==> config.mk <==
export PLATFORM = sky130hd
export DESIGN_NAME = single_wire_humidity_sensor_reader
export DESIGN_NICKNAME = d
export VERILOG_FILES = /design/src/rtl/swhsr_pkg.sv /design/src/rtl/swhsr_csr.sv /design/src/rtl/swhsr_in_stage.sv /design/src/rtl/swhsr_step.sv /design/src/rtl/swhsr_out_stage.sv /design/src/rtl/single_wire_humidity_sensor_reader.sv
export SDC_FILE = /design/constraint.sdc
export NUM_CORES = 1
export LEC_CHECK = 0
export BUFFER_PORTS_ARGS = -buffer_cell sky130_fd_sc_hd__buf_2
export CORE_ASPECT_RATIO = 0.9
export CORE_MARGIN = 4
export CORE_UTILIZATION = 62
export DETAILED_ROUTE_END_ITERATION = 6
export GPL_TIMING_DRIVEN = 0
export PLACE_DENSITY = 0.82
export SLEW_MARGIN = 40
export SYNTH_ARGS = -nofsm -noshare
export SYNTH_HDL_FRONTEND = slang
export SYNTH_SLANG_ARGS = --single-unit
==> constraint.sdc <==
create_clock -name clock -period 11.15 [get_ports clock]
set_input_delay 1.6725 -clock clock [delete_from_list [all_inputs] [get_ports clock]]
set_output_delay 1.6725 -clock clock [all_outputs]
set_load 0.05 [all_outputs]
==> src/rtl/swhsr_pkg.sv <==
// ----------------------------------------------------------------------------
// Single-wire humidity sensor reader package
// Types, register indexes, codes and constants shared by the reader.
// ----------------------------------------------------------------------------
`default_nettype none

package swhsr_pkg;

   localparam int PULSE_COUNT_WIDTH = 16;
   localparam int CMP_WIDTH = (PULSE_COUNT_WIDTH > 16) ? PULSE_COUNT_WIDTH : 16;
   localparam int PHASE_TICKS_WIDTH = 16;
   localparam int BIT_INDEX_WIDTH = 6;
   localparam int FRAME_WIDTH = 40;
   localparam int SINCE_WIDTH = 24;
   localparam int CSR_INDEX_WIDTH = 2;
   localparam int CSR_DATA_WIDTH = 24;

   localparam logic [BIT_INDEX_WIDTH-1:0] NUM_BITS = BIT_INDEX_WIDTH'(40);

   localparam logic [CSR_INDEX_WIDTH-1:0] CSR_START_LOW    = 2'd0;
   localparam logic [CSR_INDEX_WIDTH-1:0] CSR_RELEASE_WAIT = 2'd1;
   localparam logic [CSR_INDEX_WIDTH-1:0] CSR_TIMEOUT      = 2'd2;
   localparam logic [CSR_INDEX_WIDTH-1:0] CSR_MIN_INTERVAL = 2'd3;

   localparam logic [15:0] START_LOW_RESET    = 16'd1100;
   localparam logic [7:0]  RELEASE_WAIT_RESET = 8'd55;
   localparam logic [15:0] TIMEOUT_RESET      = 16'd1000;
   localparam logic [23:0] MIN_INTERVAL_RESET = 24'd2000000;

   localparam logic [1:0] FAIL_NONE     = 2'd0;
   localparam logic [1:0] FAIL_TIMEOUT  = 2'd1;
   localparam logic [1:0] FAIL_CHECKSUM = 2'd2;

   typedef enum logic [6:0] {
      PH_IDLE      = 7'b0000001,
      PH_START     = 7'b0000010,
      PH_RELEASE   = 7'b0000100,
      PH_RESP_LOW  = 7'b0001000,
      PH_RESP_HIGH = 7'b0010000,
      PH_BIT_LOW   = 7'b0100000,
      PH_BIT_HIGH  = 7'b1000000
   } phase_type;

   typedef struct packed {
      logic pin_level;
      logic start_read;
      logic force_read;
   } req_type;

   typedef struct packed {
      logic               drive_line_low;
      logic               busy_res;
      logic               done_res;
      logic               read_ok;
      logic               from_cache;
      logic [1:0]         failure_code;
      logic [15:0]        humidity_tenths;
      logic signed [15:0] temperature_tenths;
   } rsp_type;

   typedef struct packed {
      logic [15:0] start_low_ticks;
      logic [7:0]  release_wait_ticks;
      logic [15:0] timeout_ticks;
      logic [23:0] min_interval_ticks;
   } cfg_type;

   typedef struct packed {
      logic advance;
      logic fire;
   } pipe_ctl_type;

endpackage

`default_nettype wire

==> src/rtl/swhsr_csr.sv <==
// ----------------------------------------------------------------------------
// Reader configuration registers
// Holds the start, release, timeout and interval settings.
// ----------------------------------------------------------------------------
`default_nettype none

module swhsr_csr
   import swhsr_pkg::*;
(
   input  logic                       clock,
   input  logic                       reset,
   input  logic                       csr_valid,
   output logic                       csr_ready,
   input  logic [CSR_INDEX_WIDTH-1:0] csr_index,
   input  logic [CSR_DATA_WIDTH-1:0]  csr_wdata,
   output cfg_type                    cfg
);

   cfg_type cfg_ff;
   cfg_type cfg_in;

   assign csr_ready = 1'b1;
   assign cfg = cfg_ff;

   always_comb begin
      cfg_in = cfg_ff;
      if (csr_valid && csr_ready) begin
         unique case (csr_index)
            CSR_START_LOW:    cfg_in.start_low_ticks    = csr_wdata[15:0];
            CSR_RELEASE_WAIT: cfg_in.release_wait_ticks = csr_wdata[7:0];
            CSR_TIMEOUT:      cfg_in.timeout_ticks      = csr_wdata[15:0];
            CSR_MIN_INTERVAL: cfg_in.min_interval_ticks = csr_wdata[23:0];
            default:          cfg_in = cfg_ff;
         endcase
      end
   end

   always_ff @(posedge clock) begin
      if (reset) begin
         cfg_ff.start_low_ticks    <= START_LOW_RESET;
         cfg_ff.release_wait_ticks <= RELEASE_WAIT_RESET;
         cfg_ff.timeout_ticks      <= TIMEOUT_RESET;
         cfg_ff.min_interval_ticks <= MIN_INTERVAL_RESET;
      end else begin
         cfg_ff <= cfg_in;
      end
   end

endmodule

`default_nettype wire

==> src/rtl/swhsr_in_stage.sv <==
// ----------------------------------------------------------------------------
// Reader input register
// Captures one sample transaction and holds it until the step logic takes it.
// ----------------------------------------------------------------------------
`default_nettype none

module swhsr_in_stage
   import swhsr_pkg::*;
(
   input  logic         clock,
   input  logic         reset,
   input  logic         req_valid,
   output logic         req_stall,
   input  req_type      req_data,
   input  pipe_ctl_type ctl,
   output logic         item_valid,
   output req_type      item
);

   logic    item_valid_ff;
   req_type item_ff;

   assign req_stall = item_valid_ff && !ctl.advance;
   assign item_valid = item_valid_ff;
   assign item = item_ff;

   always_ff @(posedge clock) begin
      if (reset) begin
         item_valid_ff <= 1'b0;
      end else if (!req_stall) begin
         item_valid_ff <= req_valid;
      end
   end

   always_ff @(posedge clock) begin
      if (req_valid && !req_stall) begin
         item_ff <= req_data;
      end
   end

endmodule

`default_nettype wire

==> src/rtl/swhsr_step.sv <==
// ----------------------------------------------------------------------------
// Reader sample step
// Sequencer state and the per-sample logic that times pulses and builds a frame.
// ----------------------------------------------------------------------------
`default_nettype none

module swhsr_step
   import swhsr_pkg::*;
(
   input  logic         clock,
   input  logic         reset,
   input  cfg_type      cfg,
   input  pipe_ctl_type ctl,
   input  req_type      item,
   output rsp_type      result
);

   phase_type                    phase_ff, phase_in;
   logic [PHASE_TICKS_WIDTH-1:0] phase_ticks_ff, phase_ticks_in;
   logic [PULSE_COUNT_WIDTH-1:0] pulse_count_ff, pulse_count_in;
   logic [PULSE_COUNT_WIDTH-1:0] low_width_ff, low_width_in;
   logic [BIT_INDEX_WIDTH-1:0]   bit_index_ff, bit_index_in;
   logic [FRAME_WIDTH-1:0]       frame_bits_ff, frame_bits_in;
   logic [SINCE_WIDTH-1:0]       since_last_read_ff, since_last_read_in;
   logic                         last_ok_ff, last_ok_in;

   always_comb begin
      logic [SINCE_WIDTH-1:0]       since_inc;
      logic [PHASE_TICKS_WIDTH-1:0] ticks_next;
      logic                         drive;
      logic                         done;
      logic                         ok;
      logic                         cached;
      logic [1:0]                   fail;
      logic                         pulse_run;
      logic                         level;
      logic                         timeout;
      logic                         resample;
      logic [7:0]                   sum;
      logic                         good;
      logic [14:0]                  mag;

      phase_in           = phase_ff;
      phase_ticks_in     = phase_ticks_ff;
      pulse_count_in     = pulse_count_ff;
      low_width_in       = low_width_ff;
      bit_index_in       = bit_index_ff;
      frame_bits_in      = frame_bits_ff;
      last_ok_in         = last_ok_ff;
      drive              = 1'b0;
      done               = 1'b0;
      ok                 = 1'b0;
      cached             = 1'b0;
      fail               = FAIL_NONE;
      pulse_run          = 1'b0;
      level              = 1'b0;
      timeout            = 1'b0;
      resample           = 1'b0;
      sum                = 8'd0;
      good               = 1'b0;
      ticks_next         = '0;

      since_inc = (since_last_read_ff == '1) ? since_last_read_ff
                                             : since_last_read_ff + SINCE_WIDTH'(1);
      since_last_read_in = since_inc;

      if (phase_ff == PH_IDLE && item.start_read) begin
         if (!item.force_read && since_inc < cfg.min_interval_ticks) begin
            done   = 1'b1;
            cached = 1'b1;
            ok     = last_ok_ff;
         end else begin
            since_last_read_in = '0;
            frame_bits_in      = '0;
            bit_index_in       = '0;
            phase_in           = PH_START;
            phase_ticks_in     = '0;
         end
      end

      unique case (phase_in)
         PH_IDLE: begin
         end
         PH_START: begin
            drive          = 1'b1;
            ticks_next     = phase_ticks_in + PHASE_TICKS_WIDTH'(1);
            phase_ticks_in = ticks_next;
            if (ticks_next >= cfg.start_low_ticks) begin
               phase_in       = PH_RELEASE;
               phase_ticks_in = '0;
            end
         end
         PH_RELEASE: begin
            if (phase_ticks_in >= PHASE_TICKS_WIDTH'(cfg.release_wait_ticks)) begin
               phase_in       = PH_RESP_LOW;
               pulse_count_in = '0;
               pulse_run      = 1'b1;
            end else begin
               phase_ticks_in = phase_ticks_in + PHASE_TICKS_WIDTH'(1);
            end
         end
         PH_RESP_LOW, PH_RESP_HIGH, PH_BIT_LOW, PH_BIT_HIGH: begin
            pulse_run = 1'b1;
         end
         default: begin
            phase_in = PH_IDLE;
         end
      endcase

      if (pulse_run) begin
         level = (phase_in == PH_RESP_HIGH) || (phase_in == PH_BIT_HIGH);
         if (item.pin_level == level) begin
            if (CMP_WIDTH'(pulse_count_in) >= CMP_WIDTH'(cfg.timeout_ticks)
                  || pulse_count_in == '1) begin
               timeout = 1'b1;
            end else begin
               pulse_count_in = pulse_count_in + PULSE_COUNT_WIDTH'(1);
            end
         end else begin
            resample = 1'b1;
            unique case (phase_in)
               PH_RESP_LOW: begin
                  phase_in = PH_RESP_HIGH;
               end
               PH_RESP_HIGH: begin
                  phase_in = PH_BIT_LOW;
               end
               PH_BIT_LOW: begin
                  low_width_in = pulse_count_in;
                  phase_in     = PH_BIT_HIGH;
               end
               PH_BIT_HIGH: begin
                  frame_bits_in = {frame_bits_in[FRAME_WIDTH-2:0],
                                   pulse_count_in > low_width_in};
                  bit_index_in  = bit_index_in + BIT_INDEX_WIDTH'(1);
                  if (bit_index_in >= NUM_BITS) begin
                     sum = frame_bits_in[39:32] + frame_bits_in[31:24]
                         + frame_bits_in[23:16] + frame_bits_in[15:8];
                     good       = (frame_bits_in[7:0] == sum);
                     phase_in   = PH_IDLE;
                     last_ok_in = good;
                     done       = 1'b1;
                     ok         = good;
                     fail       = good ? FAIL_NONE : FAIL_CHECKSUM;
                     resample   = 1'b0;
                  end else begin
                     phase_in = PH_BIT_LOW;
                  end
               end
               default: begin
                  resample = 1'b0;
               end
            endcase
            if (resample) begin
               if (cfg.timeout_ticks == '0) begin
                  timeout = 1'b1;
               end else begin
                  pulse_count_in = PULSE_COUNT_WIDTH'(1);
               end
            end
         end
         if (timeout) begin
            phase_in   = PH_IDLE;
            last_ok_in = 1'b0;
            done       = 1'b1;
            ok         = 1'b0;
            fail       = FAIL_TIMEOUT;
         end
      end

      mag = {frame_bits_in[22:16], frame_bits_in[15:8]};

      result.drive_line_low     = drive;
      result.busy_res           = (phase_in != PH_IDLE);
      result.done_res           = done;
      result.read_ok            = ok;
      result.from_cache         = cached;
      result.failure_code       = fail;
      result.humidity_tenths    = '0;
      result.temperature_tenths = '0;
      if (done && ok) begin
         result.humidity_tenths    = frame_bits_in[39:24];
         result.temperature_tenths = frame_bits_in[23] ? -$signed({1'b0, mag})
                                                       : $signed({1'b0, mag});
      end
   end

   always_ff @(posedge clock) begin
      if (reset) begin
         phase_ff           <= PH_IDLE;
         phase_ticks_ff     <= '0;
         pulse_count_ff     <= '0;
         low_width_ff       <= '0;
         bit_index_ff       <= '0;
         frame_bits_ff      <= '0;
         since_last_read_ff <= '1;
         last_ok_ff         <= 1'b0;
      end else if (ctl.fire) begin
         phase_ff           <= phase_in;
         phase_ticks_ff     <= phase_ticks_in;
         pulse_count_ff     <= pulse_count_in;
         low_width_ff       <= low_width_in;
         bit_index_ff       <= bit_index_in;
         frame_bits_ff      <= frame_bits_in;
         since_last_read_ff <= since_last_read_in;
         last_ok_ff         <= last_ok_in;
      end
   end

endmodule

`default_nettype wire

==> src/rtl/swhsr_out_stage.sv <==
// ----------------------------------------------------------------------------
// Reader result register
// Holds one result transaction and decides when the pipeline may advance.
// ----------------------------------------------------------------------------
`default_nettype none

module swhsr_out_stage
   import swhsr_pkg::*;
(
   input  logic         clock,
   input  logic         reset,
   input  logic         item_valid,
   input  rsp_type      result,
   output pipe_ctl_type ctl,
   output logic         rsp_valid,
   input  logic         rsp_stall,
   output rsp_type      rsp_data
);

   logic    rsp_valid_ff;
   rsp_type rsp_data_ff;

   assign ctl.advance = !rsp_valid_ff || !rsp_stall;
   assign ctl.fire = item_valid && ctl.advance;
   assign rsp_valid = rsp_valid_ff;
   assign rsp_data = rsp_data_ff;

   always_ff @(posedge clock) begin
      if (reset) begin
         rsp_valid_ff <= 1'b0;
      end else if (ctl.advance) begin
         rsp_valid_ff <= item_valid;
      end
   end

   always_ff @(posedge clock) begin
      if (ctl.fire) begin
         rsp_data_ff <= result;
      end
   end

endmodule

`default_nettype wire

==> src/rtl/single_wire_humidity_sensor_reader.sv <==
// The reader takes one sample transaction per clock cycle, limited only by rsp_stall.
// The path is the input register, one pass of the step logic, then the result register.
// Reset is synchronous and active high; it clears the sequencer to idle, loads the
// default settings and saturates the interval counter so the first read runs.
// ----------------------------------------------------------------------------
// Single-wire humidity sensor reader
// Drives the start pulse, times the sensor's response and decodes the frame.
// ----------------------------------------------------------------------------
`default_nettype none

module single_wire_humidity_sensor_reader
   import swhsr_pkg::*;
(
   input  logic                       clock,
   input  logic                       reset,
   input  logic                       req_valid,
   output logic                       req_stall,
   input  req_type                    req_data,
   output logic                       rsp_valid,
   input  logic                       rsp_stall,
   output rsp_type                    rsp_data,
   input  logic                       csr_valid,
   output logic                       csr_ready,
   input  logic [CSR_INDEX_WIDTH-1:0] csr_index,
   input  logic [CSR_DATA_WIDTH-1:0]  csr_wdata
);

   cfg_type      cfg;
   pipe_ctl_type ctl;
   logic         item_valid;
   req_type      item;
   rsp_type      result;

   swhsr_csr u_csr (
      .clock     (clock),
      .reset     (reset),
      .csr_valid (csr_valid),
      .csr_ready (csr_ready),
      .csr_index (csr_index),
      .csr_wdata (csr_wdata),
      .cfg       (cfg)
   );

   swhsr_in_stage u_in_stage (
      .clock      (clock),
      .reset      (reset),
      .req_valid  (req_valid),
      .req_stall  (req_stall),
      .req_data   (req_data),
      .ctl        (ctl),
      .item_valid (item_valid),
      .item       (item)
   );

   swhsr_step u_step (
      .clock  (clock),
      .reset  (reset),
      .cfg    (cfg),
      .ctl    (ctl),
      .item   (item),
      .result (result)
   );

   swhsr_out_stage u_out_stage (
      .clock      (clock),
      .reset      (reset),
      .item_valid (item_valid),
      .result     (result),
      .ctl        (ctl),
      .rsp_valid  (rsp_valid),
      .rsp_stall  (rsp_stall),
      .rsp_data   (rsp_data)
   );

endmodule

`default_nettype wire

======== After elaboration in Yosys (flattened, before gate mapping) ========
Cells that the tools add are included.
W data, S select, Z words.
cells by class
  $add $sub $neg .......................... 8
  $mul .................................... 0
  divide/modulo/power cells ............... 0
  magnitude comparators ................... 6
  equality and inequality tests ........... 21
  shift-type cells ........................ 0
  muxes and demuxes ....................... 71
  bitwise operators ....................... 4
  reduce and logical (&&, ||, !) cells .... 29
operator list
  operator                 count
  $mux W40                 5
  $mux W16                 11
  $mux W24                 3
  $mux W7                  7
  $mux W6                  6
  $add A16 B1 Y16 const B  2
  $ge A16 B16 Y1           2
  $mux W1                  32
  $pmux W16 S2             1
  $pmux W7 S4              1
  $add A24 B1 Y24 const B  1
  $add A8 B8 Y8            3
  $eq A24 B24 Y1 const B   1
  $lt A24 B24 Y1           1
  $pmux W7 S3              1
  $eq A16 B16 Y1 const B   1
  $ge A16 B8 Y1            1
  $gt A16 B16 Y1           1
  $logic_not A16 Y1        1
  $neg A15 Y16             1
  $mux W15                 1
  $eq A7 B1 Y1 const B     2
  $eq A7 B4 Y1 const B     2
  $eq A7 B5 Y1 const B     2
  26 further kinds         50
storage, ports and cells
  register bits after elaboration ......... 234
  bits in latches ......................... 0
  RAM bits ................................ 0
  bits in read-only memories .............. 0
  output and inout port bits .............. 42
  logic and storage cells ................. 166
  memories kept ........................... 0

======== Longest topological paths before layout ========
  word-level depth ........................ 22
  gate-level depth with buffers ........... 39

======== Hierarchy ========
A second synthesis with hierarchy kept.
second synthesis, totals
  cells, all modules ...................... 1673
  area, all modules ....................... 14238.7 µm²
by module, submodules not included
  module           instances  cells each  area each (µm²)  seq. area each (µm²)
  swhsr_step       1          1366        10269.8          2522.4
  swhsr_csr        1          256         2618.8           1281.2
  swhsr_out_stage  1          44          1209.9           1191.1
  swhsr_in_stage   1          7           140.1            110.1

======== Least setup slack after synthesis ========
No wires, ideal clock.
  path kind ............................... register to register
  start ................................... register u_step.since_last_read_ff[0]
  end ..................................... register u_out_stage.rsp_data_ff, in the netlist u_out_stage.rsp_data[14] (data pin)
  setup time .............................. 0.169 ns
  data arrival time ....................... 8.190 ns
  data required time ...................... 10.981 ns
  path slack .............................. 2.791 ns
  stages on the path, launching flop included .. 39
  period minus slack after synthesis ...... 8.359 ns
  cells stage by stage .................... dfxtp_1 -> ha_1 -> nand4_1 -> nor4_4 -> nand2_1 -> and4_1 -> or3b_2 -> clkbuf_1 -> nor4_1 -> xor2_1 -> ha_1 -> and4_1 -> and4_1 -> nand2_1 -> or3_1 -> a21oi_1 -> buf_2 -> buf_2 -> [3 not listed] -> a21o_1 -> a211oi_1 -> o21ai_0 -> a21oi_1 -> buf_2 -> clkbuf_1 -> and2_1 -> ha_1 -> nand4_1 -> or2_2 -> a221o_1 -> a31oi_1 -> o32a_1 -> xnor2_1 -> o221ai_1 -> o32a_4 -> buf_6 -> nor4_4
on the way
  cells in the longest elaborated chain, start to end .. 21
RTL lines
  what                                                                      RTL line                            source
  start: declaration                                                        swhsr_step.sv:24                    logic [SINCE_WIDTH-1:0] since_last_read_ff, since_last_read_in;
  start signal: assignment                                                  swhsr_step.sv:205                   since_last_read_ff <= since_last_read_in;
  $add A24 B1 Y24 / $eq A24 B24 Y1 (equally long branches)                  swhsr_step.sv:64, swhsr_step.sv:63
  $mux W24 (*)                                                              swhsr_step.sv:63                    since_inc = (since_last_read_ff == '1) ? since_last_read_ff
  $lt A24 B24 Y1 (*)                                                        swhsr_step.sv:68                    if (!item.force_read && since_inc < cfg.min_interval_ticks) begin
  $logic_and A1 B1 Y1 (*)                                                   swhsr_step.sv:68
  parallel branches: the longest is 17 deep, another holds $add A16 B1 Y16  -
  end signal: assignment                                                    swhsr_out_stage.sv:38               rsp_data_ff <= result;
  end: declaration                                                          swhsr_out_stage.sv:21               rsp_type rsp_data_ff;
Every way passes the cells marked *. The select of a mux whose other input is x is not followed.
A chain may end at the register's enable or synchronous reset.

======== Worst setup path in the final report ========
  start ................................... register u_step.since_last_read_ff[0]
  end ..................................... register u_out_stage.rsp_data_ff, in the netlist u_out_stage.rsp_data[11] (data pin)
The elaborated chain is that of the path after synthesis.

==> metrics.json <==
{
  "clock_sink_count": 234,
  "crit_path_max_incr_delay_ns": 0.55,
  "critPathRequiredTime_ns": 11.44,
  "drive_above_1_share_pct": 9.31,
  "synth_area_sq_um": 14200,
  "cts_max_path_buffers": 3,
  "grt.total_usage_pct": 31.1,
  "layout.filler_cells": 1792,
  "gr-total-overflow": 0,
  "stdcell_count": 2145,
  "net_count_of_the_finished_layout": 1969,
  "syn-num-nets": 1867,
  "dpl_cell_area_sq_um": 14900,
  "hold_path_depth": 2,
  "most_common_library_cell_in_the_layout_ignoring_fill_and_taps": "sky130_fd_sc_hd__nand2_1",
  "design.core.area_sq_um": 22400,
  "route.final.wire_length_um": 40500,
  "power_density_nw_per_um2": 129,
  "r2r-start": "u_step.since_last_read_ff[0]",
  "post-place-cells": 2098,
  "crit_path_end_kind": "flip-flop",
  "die_width_um": 167,
  "drt.antenna.violating_nets": 0,
  "synthesis.area_per_instance_sq_um": 8.20,
  "post_synth_num_cell_types": 82,
  "final.setup.tns_ns": 0,
  "clock-skew-final_ns": 0.0116,
  "drt_iter0_markers": 1373,
  "critical_path.startpoint": "u_step.since_last_read_ff[0]",
  "cts_max_level": 1,
  "final_hold_viol_count": 0,
  "synth_seq_cells": 234,
  "ioPinCount": 76,
  "synth-seq-area-share_pct": 36.1,
  "ratio_of_final_minimum_period_to_clock_period_pct": 93.9,
  "p_total_mw": 2.04,
  "critical_path.startpoint_type": "flip-flop",
  "detailroute.via_count": 13261,
  "hold_path_class": "reg2reg",
  "via_per_inst": 6.18,
  "grt_start_max_net_pins": 39,
  "worst-endpoint-arrival_ns": 10.76,
  "drcViolationCount": 0,
  "status": "completed",
  "dp_hpwl_um": 30200,
  "max_cap_viol_count": 0,
  "grt_antenna_before_repair": 0,
  "tritoncts_clock_tree": "yes",
  "routed_wire_length_per_instance_um": 18.9,
  "worstSkewPairLatency_ns": 0.53,
  "tritoncts.num_buffers": 25,
  "die_area_sq_um": 25300,
  "syn-instance-count": 1727,
  "timing_max_transition_violations_final": 0,
  "die-height_um": 151,
  "post-route-min-period_ns": 10.47,
  "postSynth.topFlopCell": "sky130_fd_sc_hd__dfxtp_1",
  "number_of_rows_created_at_floorplan": 52,
  "grt_setup_unrepaired": "false",
  "routabilityCongestion": 0.979,
  "rr_endpoint": "u_out_stage.rsp_data[11]",
  "root_buffer": "sky130_fd_sc_hd__clkbuf_16",
  "grt_pass1_vias": 12211,
  "cp_max_fo": 10,
  "worst_hold_path.endpoint": "u_step.low_width_ff[6]",
  "grt_pass1_wl_um": 63600,
  "timing.reg2reg.worst_path_depth": 38,
  "slowest_stage": "sky130_fd_sc_hd__o21ai_0",
  "hold_start": "u_step.low_width_ff[6]",
  "max-vdd-ir-drop_v": 0.000101,
  "antenna_cells": 0,
  "finish.instance_area_sq_um": 15800,
  "fin_hold_ws_ns": 0.453,
  "max_slew.worst_pin.slew_ns": 0.820,
  "synthArstFlopShare_pct": 0,
  "clock.fmax_mhz": 95.5,
  "yosys_warnings": 0,
  "clk_pin_slew_ns": 0.06,
  "setup.worst_path.class": "reg2reg",
  "syn_to_final_growth_pct": 11.4,
  "port_buffer_count": 73,
  "slew_headroom_pct": 44.9,
  "synth_edf_count": 42,
  "mostFrequentLayoutCells": "sky130_fd_sc_hd__nand2_1 (241), sky130_fd_sc_hd__dfxtp_1 (192), sky130_fd_sc_hd__nor2_1 (177)",
  "drt_pre_antenna_iters": 5,
  "r2r_slack_ns": 0.68,
  "cellLeakagePower_nw": 6.29,
  "setup-violations-final": 0,
  "floorplan.initialDensity_pct": 63.1
}
==> state kept, by name, summed over array words and instances (netlist names) <==
name / flops
u_csr.cfg: 64
u_in_stage.item: 3
u_in_stage.item_valid: 1
u_out_stage.rsp_data: 39
u_out_stage.rsp_valid: 1
u_step.bit_index_ff: 6
u_step.frame_bits_ff: 40
u_step.last_ok_ff: 1
u_step.low_width_ff: 16
u_step.phase_ff: 7
u_step.phase_ticks_ff: 16
u_step.pulse_count_ff: 16
u_step.since_last_read_ff: 24
==> cell type report <==
| class | instances | area, sq um | area share [%] |
|---|---|---|---|
| Buffer | 103 | 425 | 2.70 |
| Multi-Input combinational cell | 1279 | 8240 | 52.3 |
| Sequential cell | 234 | 5100 | 32.4 |
| Tap cell | 297 | 372 | 2.36 |
| Timing Repair Buffer | 75 | 393 | 2.49 |
| Inverter | 111 | 417 | 2.64 |
| Clock buffer | 32 | 692 | 4.39 |
| Clock inverter | 14 | 123 | 0.778 |
==> worst max-delay path, delay by kind of cell (launching register included) <==
kind / cells / cell delay [ns]
buffers and inverters: 7 / 1.97
and+or+nand+nor: 13 / 2.79
AOI/OAI and AO/OA: 12 / 3.44
xor gates and xnor gates: 2 / 0.47
adders and majority gates: 4 / 1.19
DFF: 1 / 0.37
==> per-layer routing <==
layer	global-route usage [%]	share of wire [%]	vias up
li1	-	-	6272
met1	41.9	41	6188
met2	48.3	43	693
met3	9.53	12	108
met4	9.94	3.6	0
met5	0	0	-
==> through the flow <==
stage	util (%)	setup slack [ns]
2_1_floorplan	-	2.79
3_3_place_gp	66.3	0.0201
3_5_place_dp	66.5	-0.193
4_1_cts	70.2	0.0837
5_1_grt	70.2	0.0593
6_report	70.2	0.681
==> power breakdown <==
| part | leakage, nW | total, mW | internal, mW | switching (mW) |
|---|---|---|---|---|
| Sequential | 1.94 | 0.906 | 0.886 | 0.0199 |
| Combinational | 3.95 | 0.295 | 0.0942 | 0.201 |
| Clock | 0.404 | 0.835 | 0.484 | 0.351 |
| Total | 6.29 | 2.04 | 1.46 | 0.571 |
==> cells by family (layout without fill, tap and decap cells) <==
group / count (synthesis) / count (layout) / synth area share [%]
AO/OA/AOI/OAI: 383 / 383 / 18.2
XOR/XNOR: 66 / 66 / 4.08
adder cells (fa/ha/maj): 106 / 106 / 10.1
buffers and inverters: 214 / 335 / 5.87
flip-flops: 234 / 234 / 36.1
multiplexers: 32 / 32 / 2.30
other: 1 / 1 / 0.0265
AND/OR/NAND/NOR: 691 / 691 / 23.4
==> worst max-delay path by stage <==
stage	slack (ns)	to
final	0.68	u_out_stage.rsp_data[11]
after CTS	0.08	u_out_stage.rsp_data[27]
after detailed placement	-0.19	u_out_stage.rsp_data[27]
after global routing	0.06	u_out_stage.rsp_data[11]
after floorplan	2.79	u_out_stage.rsp_data[14]
after global placement	0.02	u_out_stage.rsp_data[27]
==> cells in the mapped netlist (all sizes together), types with 7 or more instances <==
cell type / number / area (sq um)
clkbuf: 78 / 293
nand4: 20 / 131
nor3: 44 / 231
o211ai: 11 / 87.6
buf: 25 / 121
dfxtp: 192 / 3840
and3: 19 / 119
and4: 10 / 87.6
nand3: 44 / 220
ha: 92 / 1150
a31oi: 13 / 81.3
or3: 10 / 62.6
nor4: 14 / 124
xnor2: 37 / 324
and2: 56 / 350
nand3b: 12 / 90.1
o21ai: 53 / 269
a211o: 18 / 158
a21o: 17 / 128
nor2b: 8 / 50.1
a22oi: 51 / 383
fa: 14 / 280
a21oi: 138 / 694
a311oi: 7 / 67.6
edfxtp: 42 / 1260
nor2: 177 / 664
mux2i: 28 / 280
a221o: 17 / 170
inv: 111 / 417
a211oi: 7 / 52.6
nand2: 241 / 905
xor2: 29 / 254
nand2b: 12 / 75.1
==> repair_timing <==
item                                    4_1_cts  5_1_grt
endpoints found under the setup margin       33       49
gates resized for setup                       2       11
buffers inserted                              0        1
endpoints found under the hold margin         0        0
pin swaps                                     0        1
hold buffers                                  0        0
No activity file was read; power rests on OpenSTA's default activity.
